===== config.mk =====
export PLATFORM = sky130hd
export DESIGN_NAME = header_length_checksum_framer_core
export DESIGN_NICKNAME = d
export VERILOG_FILES = /design/src/hlcf_pkg.sv /design/src/hlcf_step.sv /design/src/header_length_checksum_framer_core.sv
export SDC_FILE = /design/constraint.sdc
export NUM_CORES = 1
export LEC_CHECK = 0
export BUFFER_PORTS_ARGS = -buffer_cell sky130_fd_sc_hd__buf_2
export CAP_MARGIN = 20
export CELL_PAD_IN_SITES_DETAIL_PLACEMENT = 2
export CELL_PAD_IN_SITES_GLOBAL_PLACEMENT = 2
export CORE_UTILIZATION = 30
export DETAILED_ROUTE_END_ITERATION = 12
export PLACE_DENSITY = 0.79
export SETUP_SLACK_MARGIN = 0.5
export SYNTH_ARGS = -nofsm -noshare
export SYNTH_HDL_FRONTEND = slang
export SYNTH_SLANG_ARGS = --single-unit

===== constraint.sdc =====
create_clock -name clk -period 6.83 [get_ports clk]
set_input_delay 2.049 -clock clk [delete_from_list [all_inputs] [get_ports clk]]
set_output_delay 2.049 -clock clk [all_outputs]
set_load 0.02 [all_outputs]

===== src/hlcf_pkg.sv =====
// Shared types and constants for the header/length/checksum framer.
package hlcf_pkg;

  localparam int MAX_RESULTS = 5;
  localparam int CNT_W = 3;

  localparam logic KIND_START = 1'b0;
  localparam logic KIND_PAYLOAD = 1'b1;

  localparam logic REG_HEADER = 1'b0;
  localparam logic [7:0] HEADER_RESET = 8'h55;

  typedef struct packed {
    logic       frame_open;
    logic [7:0] bytes_remaining;
    logic [7:0] running_sum;
  } frame_state_t;

  typedef struct packed {
    logic [7:0] out_byte;
    logic       run_last;
    logic       frame_end;
    logic       error;
  } result_t;

  typedef result_t [MAX_RESULTS-1:0] result_set_t;

endpackage


===== src/hlcf_step.sv =====
// Per-word frame step: result words and next frame state for one input word.
module hlcf_step (
  input  hlcf_pkg::frame_state_t     state,
  input  logic                       kind,
  input  logic [7:0]                 frame_type,
  input  logic [7:0]                 payload_length,
  input  logic [7:0]                 data_byte,
  input  logic [7:0]                 header_byte,
  output hlcf_pkg::frame_state_t     state_next,
  output hlcf_pkg::result_set_t      results,
  output logic [hlcf_pkg::CNT_W-1:0] result_count
);

  logic [7:0] start_sum;
  logic [7:0] payload_sum;
  logic [7:0] remaining_dec;
  hlcf_pkg::result_t err_word;

  assign start_sum = frame_type + payload_length;
  assign payload_sum = state.running_sum + data_byte;
  assign remaining_dec = state.bytes_remaining - 8'd1;

  always_comb begin
    err_word = '{out_byte: 8'h00, run_last: 1'b1, frame_end: 1'b0, error: 1'b1};
    state_next = state;
    results = '0;
    result_count = hlcf_pkg::CNT_W'(1);
    if (kind == hlcf_pkg::KIND_START) begin
      if (state.frame_open) begin
        results[0] = err_word;
      end else begin
        results[0] = '{out_byte: header_byte, run_last: 1'b0, frame_end: 1'b0, error: 1'b0};
        results[1] = '{out_byte: header_byte, run_last: 1'b0, frame_end: 1'b0, error: 1'b0};
        results[2] = '{out_byte: frame_type, run_last: 1'b0, frame_end: 1'b0, error: 1'b0};
        state_next.running_sum = start_sum;
        state_next.bytes_remaining = payload_length;
        if (payload_length == 8'd0) begin
          results[3] = '{out_byte: payload_length, run_last: 1'b0, frame_end: 1'b0,
                         error: 1'b0};
          results[4] = '{out_byte: ~start_sum, run_last: 1'b1, frame_end: 1'b1,
                         error: 1'b0};
          state_next.frame_open = 1'b0;
          result_count = hlcf_pkg::CNT_W'(5);
        end else begin
          results[3] = '{out_byte: payload_length, run_last: 1'b1, frame_end: 1'b0,
                         error: 1'b0};
          state_next.frame_open = 1'b1;
          result_count = hlcf_pkg::CNT_W'(4);
        end
      end
    end else begin
      if (!state.frame_open) begin
        results[0] = err_word;
      end else begin
        state_next.running_sum = payload_sum;
        state_next.bytes_remaining = remaining_dec;
        if (remaining_dec == 8'd0) begin
          results[0] = '{out_byte: data_byte, run_last: 1'b0, frame_end: 1'b0, error: 1'b0};
          results[1] = '{out_byte: ~payload_sum, run_last: 1'b1, frame_end: 1'b1,
                         error: 1'b0};
          state_next.frame_open = 1'b0;
          result_count = hlcf_pkg::CNT_W'(2);
        end else begin
          results[0] = '{out_byte: data_byte, run_last: 1'b1, frame_end: 1'b0, error: 1'b0};
        end
      end
    end
  end

endmodule


===== src/header_length_checksum_framer_core.sv =====
// Header/length/checksum framer core: top level.
// The first result word is presented in the cycle after the input word is accepted.
// One output word per cycle while m_tready is high; the next input word is taken once the
// queue empties or its last word pops (1 or 2 words per payload word, 1, 4 or 5 per start).
// Reset: synchronous; clears frame state and the output queue, header byte to 0x55.
module header_length_checksum_framer_core (
  input  logic        clk,
  input  logic        rst,
  input  logic        s_tvalid,
  output logic        s_tready,
  input  logic [23:0] s_tdata,   // frame_type[7:0], payload_length[15:8], data_byte[23:16]
  input  logic        s_tuser,   // kind[0]
  output logic        m_tvalid,
  input  logic        m_tready,
  output logic [7:0]  m_tdata,   // out_byte[7:0]
  output logic        m_tlast,
  output logic [1:0]  m_tuser,   // frame_end[0], error[1]
  input  logic        psel,
  input  logic        penable,
  input  logic        pwrite,
  input  logic [2:0]  paddr,
  input  logic [31:0] pwdata,
  output logic [31:0] prdata,
  output logic        pready
);

  logic [7:0] header_byte;
  hlcf_pkg::frame_state_t state;
  hlcf_pkg::frame_state_t state_next;
  hlcf_pkg::result_set_t step_results;
  hlcf_pkg::result_set_t queue;
  logic [hlcf_pkg::CNT_W-1:0] step_count;
  logic [hlcf_pkg::CNT_W-1:0] count;
  logic in_accept;
  logic out_pop;

  assign pready = 1'b1;
  assign prdata = (paddr[2] == hlcf_pkg::REG_HEADER) ? {24'h0, header_byte} : 32'h0;

  always_ff @(posedge clk) begin
    if (rst) begin
      header_byte <= hlcf_pkg::HEADER_RESET;
    end else if (psel && penable && pwrite && pready &&
                 paddr[2] == hlcf_pkg::REG_HEADER) begin
      header_byte <= pwdata[7:0];
    end
  end

  hlcf_step u_step (
    .state          (state),
    .kind           (s_tuser),
    .frame_type     (s_tdata[7:0]),
    .payload_length (s_tdata[15:8]),
    .data_byte      (s_tdata[23:16]),
    .header_byte    (header_byte),
    .state_next     (state_next),
    .results        (step_results),
    .result_count   (step_count)
  );

  assign m_tvalid = (count != '0);
  assign out_pop = m_tvalid && m_tready;
  assign s_tready = (count == '0) || (count == hlcf_pkg::CNT_W'(1) && m_tready);
  assign in_accept = s_tvalid && s_tready;

  assign m_tdata = queue[0].out_byte;
  assign m_tlast = queue[0].run_last;
  assign m_tuser = {queue[0].error, queue[0].frame_end};

  always_ff @(posedge clk) begin
    if (rst) begin
      state <= '0;
      count <= '0;
    end else if (in_accept) begin
      state <= state_next;
      count <= step_count;
    end else if (out_pop) begin
      count <= count - hlcf_pkg::CNT_W'(1);
    end
  end

  always_ff @(posedge clk) begin
    if (in_accept) begin
      queue <= step_results;
    end else if (out_pop) begin
      for (int i = 0; i < hlcf_pkg::MAX_RESULTS - 1; i++) begin
        queue[i] <= queue[i+1];
      end
    end
  end

  assert property (@(posedge clk) disable iff (rst)
    state.frame_open == (state.bytes_remaining != 8'd0))
    else $error("frame open flag disagrees with remaining byte count");

  assert property (@(posedge clk) disable iff (rst)
    m_tvalid && m_tlast |-> count == hlcf_pkg::CNT_W'(1))
    else $error("last word of a run is not the last queued word");

  assert property (@(posedge clk) disable iff (rst)
    m_tvalid && m_tuser[0] |-> m_tlast && !m_tuser[1])
    else $error("checksum word not closing its run");

  assert property (@(posedge clk) disable iff (rst)
    m_tvalid && m_tuser[1] |-> m_tdata == 8'h00 && m_tlast && count == hlcf_pkg::CNT_W'(1))
    else $error("malformed error word");

endmodule


# == Yosys cells after proc, flatten, opt, wreduce, memory -nomap -nowiden ==
# Cells that the tools add are included.
# totals
inputBits,67
reg_bits,83
word_cells,76
output_inout_bits,46
# classes
bitwise_logic,4
add_sub_neg,4
muxes,25
n_eq_ne,3
n_reduce_logical,15
# ops
op,n
two-way mux 44 bit,2
two-way mux 17 bit,3
two-way mux 11 bit,4
two-way mux 22 bit,2
two-way mux 33 bit,1
two-way mux 3 bit,8
adder 8 bit,2
logical NOT 8 bit,2
inverter 8 bit,2
two-way mux 8 bit,1
subtractor 8 x 1 -> 8 bit (second input constant),1
logical AND 1 bit,6
equality test 3 x 1 -> 1 bit (second input constant),1
logical NOT 3 bit,1
two-way mux 1 bit,3
AND reduction 3 bit,1
nonzero test 3 bit,1
OR reduction 3 bit,1
subtractor 3 x 1 -> 3 bit (second input constant),1
two-way mux 2 bit,1
!= test 2 x 1 -> 1 bit (second input constant),1
!= test 2 bit (second input constant),1
inverter 1 bit,2
nonzero test 2 bit,1
2 further kinds,2

# == Logic depth before layout (Yosys ltp) ==
# Gate-level depths: netlist (run 1).
# depth
word_depth,6
ltp_mapped,9
depth_no_buf,9

# == Modules after synthesis ==
# From an unflattened synthesis (run 1), not the netlist that was laid out.
# unflattened
cells_unflattened,567
hier_area_um2,5665.4
# by_module_without_submodules
module,area_each_um2,instances,seq_area_each_um2,cells_per_inst
header_length_checksum_framer_core,3952.5,1,2212.1,300
hlcf_step,1712.9,1,0.0,267

# == Worst setup path before layout (run 1) ==
# OpenSTA, ideal clock, no wires.
# synth_timing
path_kind,input -> output
from,input m_tready
to,output s_tready
cell_stages,2
t_required_ns,4.781
n_path_buf,0
setup_slack_ns,2.344
t_arrival_ns,2.437
cell_sequence,a21o_1 and2_1
# synth_via
elab_chain_cells,2
# synth_lines
item,line,text
from (decl),header_length_checksum_framer_core.sv:14,"input logic m_tready,"
logical AND 1 bit,header_length_checksum_framer_core.sv:63,assign s_tready = (count == '0) || (count == hlcf_pkg::CNT_W'(1) && m_tready);
logical OR 1 bit,header_length_checksum_framer_core.sv:63,
to (decl),header_length_checksum_framer_core.sv:10,"output logic s_tready,"
# Every way passes these cells.

# == Final worst setup path (run 1) ==
# Same ends and word-level chain as after synthesis.

==> flow_metrics.py, run 1 <==
metrics = {
    "route": {
        "drc_errors": 20,
        "drtPass1Iterations": 8,
        "vias": 3661,
        "wl_per_cell_um": 18.52,
        "drt-total-wl_mm": 13.24,
        "dr.first_iter.drc_count": 204,
        "drtAntennaViolNets": 0,
        "vias_per_cell": 5.120,
    },
    "global_route": {
        "antenna_found_initial": 0,
        "grt_util_met1": 0.2123,
        "grt_pass1_vias": 3930,
        "grt_overflow": 0,
        "grt_pass1_wl_mm": 21.21,
        "grtUsageTotal": 0.1765,
        "grt_use_met2": 0.3103,
        "met3_usage": 0.03252,
        "grt_max_degree": 51,
        "top_usage_layer": "met2",
    },
    "logic_synthesis": {
        "synthFlopType": "edfxtp_1",
        "yosysWarnings": 0,
        "synth.cell_area_sq_um": 4536,
        "synth_area_per_cell_sq_um": 9.410,
        "yosysSeqAreaShare": 0.4546,
        "yosysUniqueCellTypes": 58,
        "synth_edf_count": 50,
        "synth_area_leader_cell": "edfxtp_1",
        "yosysTopAreaCellShare": 0.3310,
        "synthCells": 482,
        "ys_top_cells_by_area": "edfxtp_1, dfxtp_1, buf_4, ha_1, nand2_1",
        "synth-seq-cells": 78,
        "async_flop_share": 0,
    },
    "cells_and_area": {
        "area_growth_pct": 12.61,
        "mostFrequentLayoutCell": "nand2_1",
        "num-nets-final": 615,
        "drive_gt1_frac": 0.1714,
        "diodes": 0,
        "final_cell_mix": "nand2_1, buf_2, nor2_1",
    },
    "critical_path": {
        "crit_fanout": 3,
        "end_kind": "output port",
        "worstSetupPathType": "in -> out",
        "crit_arrival_ps": 2670,
        "start_kind": "input pin",
        "reg2reg_depth": 9,
        "required_ps": 4780,
    },
    "outcome": {
        "status": "finished, violations left",
        "violations": "DRC",
    },
    "hold_path": {
        "hold_path.class": "reg -> reg",
        "hold_depth": 2,
    },
    "timing": {
        "finalCritPeriodShare": 0.6909,
        "finalSetupViolations": 0,
        "fin_crit_ps": 4719,
        "hold_viol": 0,
        "tightest_slew_ps": 909.0,
        "final.setup.tns_ps": 0,
        "fmax_mhz": 211.9,
        "rsz0062_at_grt": "no",
        "slew_violations": 0,
        "max_slew_margin": 0.3933,
        "fin_skew_ps": 9.388,
    },
    "place": {
        "io_buffers": 61,
        "place_hpwl_mm": 9.866,
        "place.gp.congestion": 0.7995,
    },
    "pwr": {
        "pwr-share-clk": 0.194,
        "pwr_density_cell_nw_per_um2": 433.8,
        "switching_power_mw": 0.8857,
        "vdd_drop_max_uv": 139.0,
        "finalPower_mw": 2.216,
        "p_int_mw": 1.330,
        "combinationalPowerShare": 0.422,
        "leakage_nw": 2.136,
        "p_sw_frac": 0.3997,
        "pwr-share-seq": 0.384,
    },
    "floorplan": {
        "die_h_um": 125.0,
        "num_rows": 44,
        "die_x_um": 125.0,
        "dieArea_sq_um": 15610,
        "boundaryPins": 113,
        "core_area_sq_um": 14640,
        "start_util": 0.3097,
    },
    "clocking": {
        "postCtsSetupBuffers": 0,
        "clock_path_buffers": 2,
        "cts_root_buffer": "clkbuf_16",
        "cts_tree": "built",
        "cts.sinks": 78,
        "numCtsBuffers": 9,
        "postCtsHoldBufs": 0,
        "clkSlewWorstSetupHoldPaths_ps": 50,
        "worstSkewPairLatency_ps": 340,
        "cts_resized": 0,
        "cts.htree.levels": 3,
    },
    "run": {
        "drv_cap": 0,
    },
}
[logic make-up after synthesis]
group | count (synthesis) | share of synthesized area
buffers and inverters | 71 | 0.09021
XOR/XNOR | 18 | 0.03641
other | 2 | 0.001656
AO/OA/AOI/OAI | 93 | 0.1426
AND/OR/NAND/NOR | 196 | 0.2061
multiplexers | 2 | 0.004414
adder cells (fa/ha/maj) | 22 | 0.06400
flip-flops | 78 | 0.4546
[cells in the mapped netlist, drive strengths merged, types with 5 or more instances]
master	n
dfxtp	28
a21oi	22
and3	5
o21ai	19
clkbuf	12
edfxtp	50
ha	20
and2	6
nor3	14
xnor2	12
inv	13
nand2	67
nor2	55
xor2	6
nand3	17
nor2b	12
buf	45
nand3b	5
a221oi	16
a211oi	7
[power by group through the flow]
stage	Clock, mW	Sequential, mW	Combinational [mW]
after floorplan	0	0.833	0.717
after global routing	0.456	0.871	1.04
after detailed placement	0	0.863	0.944
after global placement	0	0.847	0.885
final	0.430	0.851	0.934
after CTS	0.440	0.854	0.951
[registers in the layout (all words and copies together), names as in the netlist]
register and flops:
header_byte 8, m_tlast 1, state 17, queue 39, count 3, m_tuser 2, m_tdata 8
[critical path, cell delays in order]
cell	delay, ps
buf_2	110
a21o_1	200
and2_1	160
buf_2	150
[layer usage]
layer	vias up	wire, um
li1	1735	-
met1	1801	5721
met2	103	6588
met3	22	604
met4	0	329
met5	-	0
[final cells by class]
class                           instances  area, sq um
Fill cell                            1667         9537
Clock buffer                           13        240.2
Inverter                               14        52.55
Multi-Input combinational cell        356         2158
Clock inverter                          3        13.76
Timing Repair Buffer                   67        350.3
Sequential cell                        78         2062
Tap cell                              184        230.2
[path summary, 6_finish.rpt]
kind                                       end  slack, ps      startpoint
worst max register to register        state[9]       3490        count[0]
worst max-delay path                  s_tready       2110        m_tready
worst min-delay path            header_byte[1]        490  header_byte[1]
worst min register to register  header_byte[1]        490  header_byte[1]
[per-stage QoR]
stage          cell area, sq um  std cells    util  setup slack, ps  hold slack (ps)
2_1_floorplan              4622        505       -             2344            445.0
3_3_place_gp               4853        699  0.3314             2033            467.4
3_5_place_dp               4853        699  0.3314             1901            487.0
4_1_cts                    5107        715  0.3488             2101            494.3
5_1_grt                    5107        715  0.3488             2036            522.2
6_report                   5107        715  0.3488             2111            488.8
No activity file was read; power rests on OpenSTA's default activity.
==> run 2: changes to the inputs <==
Settings changed: CORE_UTILIZATION 30 to 29, PLACE_DENSITY 0.79 to 0.8.
Clock period 6.83 ns to 4 ns, I/O delays scaled along.
==> run 2 against run 1 <==
The flow now finishes without violations. Flip-flop and latch count unchanged. Non-clock buffer count up 2. Register-to-register slack lost 1800 ps. Global-route usage is 0.21 points higher. Final area is 1.0% higher. Sequential share of layout area shrank 0.41 points. Clock power grew 74%. Largest power group unchanged. Highest routed layer unchanged.
==> flow_metrics.py, run 2 (synthesis gave the netlist of run 1 again) <==
metrics = {
    "outcome": {
        "status": "completed",
    },
    "floorplan": {
        "boundaryPins": 113,
        "dieArea_sq_um": 16140,
        "num_rows": 45,
        "die_h_um": 127.1,
        "core_area_sq_um": 15260,
        "die_x_um": 127.1,
        "start_util": 0.2973,
    },
    "cells_and_area": {
        "reg.largest.list": "queue: 39 flops, state: 17 flops",
        "num-nets-final": 617,
        "final_cells": 744,
        "diodes": 0,
        "area_growth_pct": 13.77,
        "fill_cells": 1720,
        "regMostFlops": "queue",
        "mostFrequentLayoutCell": "nand2_1",
        "final_area_sq_um": 5160,
        "final_cell_mix": "nand2_1, buf_2, nor2_1",
        "largest_register_ffs": 39,
        "drive_gt1_frac": 0.1764,
    },
    "timing": {
        "fin_skew_ps": 6.681,
        "final.setup.tns_ps": 0,
        "hold_viol": 0,
        "slew_violations": 0,
        "finalSetupViolations": 0,
        "tightest_slew_ps": 889.9,
        "fmax_mhz": 332.8,
        "fin_crit_ps": 3005,
        "setup_slack_ps": 995.1,
        "max_slew_margin": 0.4013,
        "finalCritPeriodShare": 0.7512,
        "rsz0062_at_grt": "no",
    },
    "route": {
        "wl_per_cell_um": 18.26,
        "dr.first_iter.drc_count": 200,
        "drtPass1Iterations": 4,
        "vias": 3683,
        "drc_errors": 0,
        "drtAntennaViolNets": 0,
        "vias_per_cell": 4.950,
        "drt-total-wl_mm": 13.59,
    },
    "global_route": {
        "grt_max_degree": 50,
        "grtUsageTotal": 0.1786,
        "grt_pass1_wl_mm": 21.51,
        "antenna_found_initial": 0,
        "grt_overflow": 0,
        "grt_pass1_vias": 3966,
    },
    "critical_path": {
        "reg2reg_depth": 8,
        "crit_path_max_incr_delay_ps": 190,
        "slowest_stage": "a21o_1",
        "crit_family": "buffers and inverters",
        "crit_chain": "buf_2 > a21o_1 > and2_1 > buf_2",
        "start_kind": "input pin",
        "worstSetupPathDepth": 4,
        "reg2reg_from": "count[0]",
        "endpoint": "s_tready",
        "worstSetupPathType": "in -> out",
        "end_kind": "output port",
        "cp_num_buf_inv": 2,
        "startpoint": "m_tready",
        "crit_arrival_ps": 1800,
        "required_ps": 2800,
        "crit_fanout": 3,
        "crit_path_frequent_cell": "buf_2",
        "reg2reg_slack_ps": 1700,
        "r2r_end": "state[12]",
    },
    "clocking": {
        "postCtsHoldBufs": 0,
        "cts_resized": 0,
        "clock_path_buffers": 2,
        "cts.htree.levels": 3,
        "worstSkewPairLatency_ps": 350,
        "cts_root_buffer": "clkbuf_16",
        "numCtsBuffers": 9,
        "cts_tree": "built",
        "cts.sinks": 78,
        "postCtsSetupBuffers": 0,
        "clkSlewWorstSetupHoldPaths_ps": 60,
    },
    "pwr": {
        "finalPower_mw": 3.797,
        "vdd_drop_max_uv": 277.7,
        "pwr_density_cell_nw_per_um2": 735.9,
        "leakage_nw": 2.145,
    },
    "run": {
        "drv_cap": 0,
    },
    "place": {
        "dp_slack_ps": 678.2,
        "place.gp.congestion": 0.8901,
        "place_area_sq_um": 4902,
        "io_buffers": 61,
        "dpl.cell_count": 728,
        "place_hpwl_mm": 10.20,
    },
    "hold_path": {
        "hold_path.class": "reg -> reg",
    },
}
[run 2: cell types whose count changed in the layout (fill, tap and decap cells not counted), sizes merged]
cell,previous run,this run
buf,67,69
clkinvlp,0,1
clkinv,4,6
clkbuf,13,10
[run 2: how the worst min path moves through the flow]
stage	startpoint	to	slack (ps)	depth (start not counted)
2_1_floorplan	header_byte[1]	header_byte[1]	440	2
3_3_place_gp	header_byte[1]	header_byte[1]	470	2
3_5_place_dp	queue[48]	queue[37]	500	2
4_1_cts	header_byte[7]	header_byte[7]	510	2
5_1_grt	queue[48]	queue[37]	540	2
6_report	state[5]	state[5]	510	2
[run 2: power by group]
part | switching, mW | internal (mW) | total (mW)
sequential | 0.136 | 1.32 | 1.45
clock | 0.337 | 0.412 | 0.748
combinational | 1.05 | 0.545 | 1.60
total | 1.53 | 2.27 | 3.80
[run 2: per-stage QoR]
stage	util	hold slack, ps
finish	0.3382	509.6
global placement	0.3213	469.3
global route	0.3382	535.8
detailed placement	0.3213	502.0
CTS	0.3382	512.9
floorplan	-	445.0
[run 2: worst register-to-register path, stage by stage (launching register included)]
cell and delay, ps:
dfxtp_1 380, inv_1 80, ha_1 210, a21o_1 170, nand3_2 90, clkinv_1 320, nand2b_1 560, a21oi_1 110
a211oi_1 290
[run 2: cell type report]
| class | instances | area [sq um] | area share |
|---|---|---|---|
| tap | 211 | 264.0 | 0.05116 |
| timing repair buffer | 69 | 365.4 | 0.07080 |
| clock buffer | 10 | 229.0 | 0.04437 |
| inverter | 14 | 52.55 | 0.01018 |
| clock inverter | 6 | 28.78 | 0.005577 |
| sequential | 78 | 2062 | 0.3996 |
| multi-input combinational | 356 | 2158 | 0.4183 |
[run 2: layer usage]
layer	share of wire	track usage	up-vias
met4	0.034	0.09104	0
met2	0.50	0.3229	103
met5	0	0	-
li1	-	-	1743
met1	0.43	0.2009	1813
met3	0.038	0.03266	24
==> run 3: changes to the inputs <==
Settings changed: ABC_AREA from default to 1, CORE_UTILIZATION 29 to 28.
Clock period 4 ns to 2.5 ns, I/O delays scaled along.
==> run 3 against run 2 <==
Sequential share of layout area decreased by 3.5 points. Count of clock-buffer cells in the layout increased by 4. Via count is 11% higher. Utilization grew 0.28 points. Cell count increased by 18%. Largest power group unchanged. Critical path type is now reg -> out. Power rose by 59%. Worst hold slack got worse by 35 ps. Final area up 10%.
==> flow_metrics.py, run 3 <==
metrics = {
    "critical_path": {
        "crit_chain": "inv_4 > ha_4 > nand2_4 > nand2_4 > buf_6",
        "worstSetupPathType": "reg -> out",
        "crit_path_max_incr_delay_ps": 380,
        "end_kind": "output port",
        "crit_path_frequent_cell": "nand2_4",
        "crit_fanout": 4,
        "required_ps": 1750,
        "crit_arrival_ps": 1230,
        "start_kind": "flip-flop",
        "slowest_stage": "dfxtp_4",
    },
    "floorplan": {
        "dieArea_sq_um": 17590,
        "core_area_sq_um": 16640,
        "start_util": 0.2871,
        "die_x_um": 132.6,
        "die_h_um": 132.6,
        "num_rows": 47,
        "boundaryPins": 113,
    },
    "logic_synthesis": {
        "yosysMostFrequentCell": "nand2_1",
        "yosysWarnings": 0,
        "yosysSeqAreaShare": 0.4315,
        "yosysUniqueCellTypes": 39,
        "ys_top_cells_by_count": "nand2_1, inv_1, edfxtp_1, nand3_1, nor2_1",
        "synth_area_leader_cell": "edfxtp_1",
        "synth_xor_area_frac": 0.01650,
        "synth_area_per_cell_sq_um": 8.058,
        "synthFlopType": "edfxtp_1",
        "synth.area.mux_share": 0,
        "synth_edf_count": 50,
        "ys_top_cells_by_area": "edfxtp_1, nand2_1, dfxtp_1, buf_4, inv_1",
        "synth_compound_area_frac": 0.09557,
        "async_flop_share": 0,
        "synth-seq-cells": 78,
        "synth_top_family_by_area": "simple AND/OR/NAND/NOR gates",
        "yosys.area_share.simple": 0.2653,
        "yosysTopAreaCellShare": 0.3142,
        "synthCells": 593,
        "synth.cell_area_sq_um": 4778,
        "synthAdderAreaFrac": 0.06075,
    },
    "global_route": {
        "top_usage_layer": "met2",
        "grt_max_degree": 42,
        "grt_overflow": 0,
        "grt_pass1_wl_mm": 23.52,
        "grtUsageTotal": 0.1743,
        "antenna_found_initial": 0,
        "grt_util_met1": 0.1976,
        "grt_pass1_vias": 4494,
        "met3_usage": 0.02759,
        "grt_use_met2": 0.3178,
    },
    "clocking": {
        "cts_tree": "built",
        "clock_path_buffers": 2,
        "cts_root_buffer": "clkbuf_16",
        "clkSlewWorstSetupHoldPaths_ps": 60,
        "numCtsBuffers": 9,
        "worstSkewPairLatency_ps": 350,
        "cts.sinks": 78,
        "cts.htree.levels": 3,
        "postCtsHoldBufs": 0,
    },
    "cells_and_area": {
        "drive_gt1_frac": 0.2234,
        "num-nets-final": 742,
        "diodes": 0,
        "largest_register_ffs": 39,
        "mostFrequentLayoutCell": "nand2_1",
        "regMostFlops": "queue",
        "reg.largest.list": "queue: 39 flops, state: 17 flops",
        "final_cell_mix": "nand2_1, inv_1, buf_2",
        "area_growth_pct": 18.75,
        "fill_cells": 1950,
    },
    "timing": {
        "finalCritPeriodShare": 0.7927,
        "finalSetupViolations": 0,
        "fmax_mhz": 504.6,
        "tightest_slew_ps": 820.3,
        "fin_crit_ps": 1982,
        "rsz0062_at_grt": "yes",
        "whs_ps": 474.9,
        "slew_violations": 0,
        "final.setup.tns_ps": 0,
        "hold_viol": 0,
        "fin_skew_ps": 6.982,
        "max_slew_margin": 0.4525,
    },
    "place": {
        "io_buffers": 61,
        "place.gp.congestion": 0.8939,
        "place_hpwl_mm": 11.16,
    },
    "pwr": {
        "p_sw_frac": 0.3900,
        "pwr_density_cell_nw_per_um2": 1063,
        "pwr-share-clk": 0.215,
        "vdd_drop_max_uv": 355.0,
        "switching_power_mw": 2.353,
        "pwr-share-seq": 0.374,
        "p_int_mw": 3.680,
        "combinationalPowerShare": 0.411,
        "leakage_nw": 2.590,
    },
    "route": {
        "drtAntennaViolNets": 0,
        "vias_per_cell": 4.662,
        "drtPass1Iterations": 4,
        "vias": 4093,
        "dr.first_iter.drc_count": 185,
        "drc_errors": 0,
        "wl_per_cell_um": 16.72,
        "drt-total-wl_mm": 14.68,
    },
    "hold_path": {
        "hold_path.class": "reg -> reg",
    },
    "outcome": {
        "status": "completed",
    },
    "run": {
        "drv_cap": 0,
    },
}
run 3: timing repair:
item / CTS / global route
buffers inserted: 0 / 5
endpoints found under the setup margin: 10 / 15
pin swaps: 2 / 11
resized for setup: 8 / 18
endpoints found under the hold margin: 0 / 0
run 3: logic make-up after synthesis:
group / after synthesis
AOI/OAI and AO/OA: 84
xor gates and xnor gates: 9
adders and majority gates: 22
buffers and inverters: 124
DFF: 78
other: 2
and+or+nand+nor: 274
run 3: area by class of cell:
cell class	instances	area, sq um	share of cell area
Clock buffer	14	244.0	0.04300
Clock inverter	2	33.78	0.005954
Inverter	72	284.0	0.05006
Multi-Input combinational cell	414	2303	0.4060
Sequential cell	78	2067	0.3643
Tap cell	220	275.3	0.04851
Timing Repair Buffer	78	466.7	0.08225
run 3: power groups by stage:
stage          Clock (mW)  Combinational [mW]  Sequential [mW]
2_1_floorplan           0                1.79             2.21
3_3_place_gp            0                2.24             2.23
3_5_place_dp            0                2.38             2.26
4_1_cts              1.33                2.42             2.25
5_1_grt              1.38                2.76             2.31
6_report             1.30                2.48             2.25
run 3: critical path, delay by kind of cell (launching register included):
family / cells / cell delay [ps]
and+or+nand+nor: 2 / 170
DFF: 1 / 380
adders and majority gates: 1 / 150
buffers and inverters: 2 / 180
run 3: worst paths after layout:
path | from | cells past startpoint | slack, ps | to
worst min-delay path | state[5] | 2 | 470 | state[5]
worst max-delay path | count[0] | 5 | 520 | s_tready
worst min register to register | state[5] | 2 | 470 | state[5]
worst max register to register | count[0] | 9 | 620 | queue[17]
run 3: per-stage QoR:
stage,area (sq um),total power [mW],cells,worst slack (ps),util
5_1_grt,5674,6.450,878,479.9,0.3410
4_1_cts,5560,6.002,873,461.0,0.3341
3_3_place_gp,5268,4.467,857,171.1,0.3165
6_report,5674,6.033,878,518.2,0.3410
2_1_floorplan,4912,3.995,616,511.8,-
3_5_place_dp,5268,4.645,857,133.7,0.3165
run 3: metal layers:
metal / part of all wire / vias to the layer above
met1: 0.42 / 1986
met3: 0.037 / 19
met5: 0 / -
met4: 0.027 / 0
met2: 0.51 / 92
li1: - / 1996
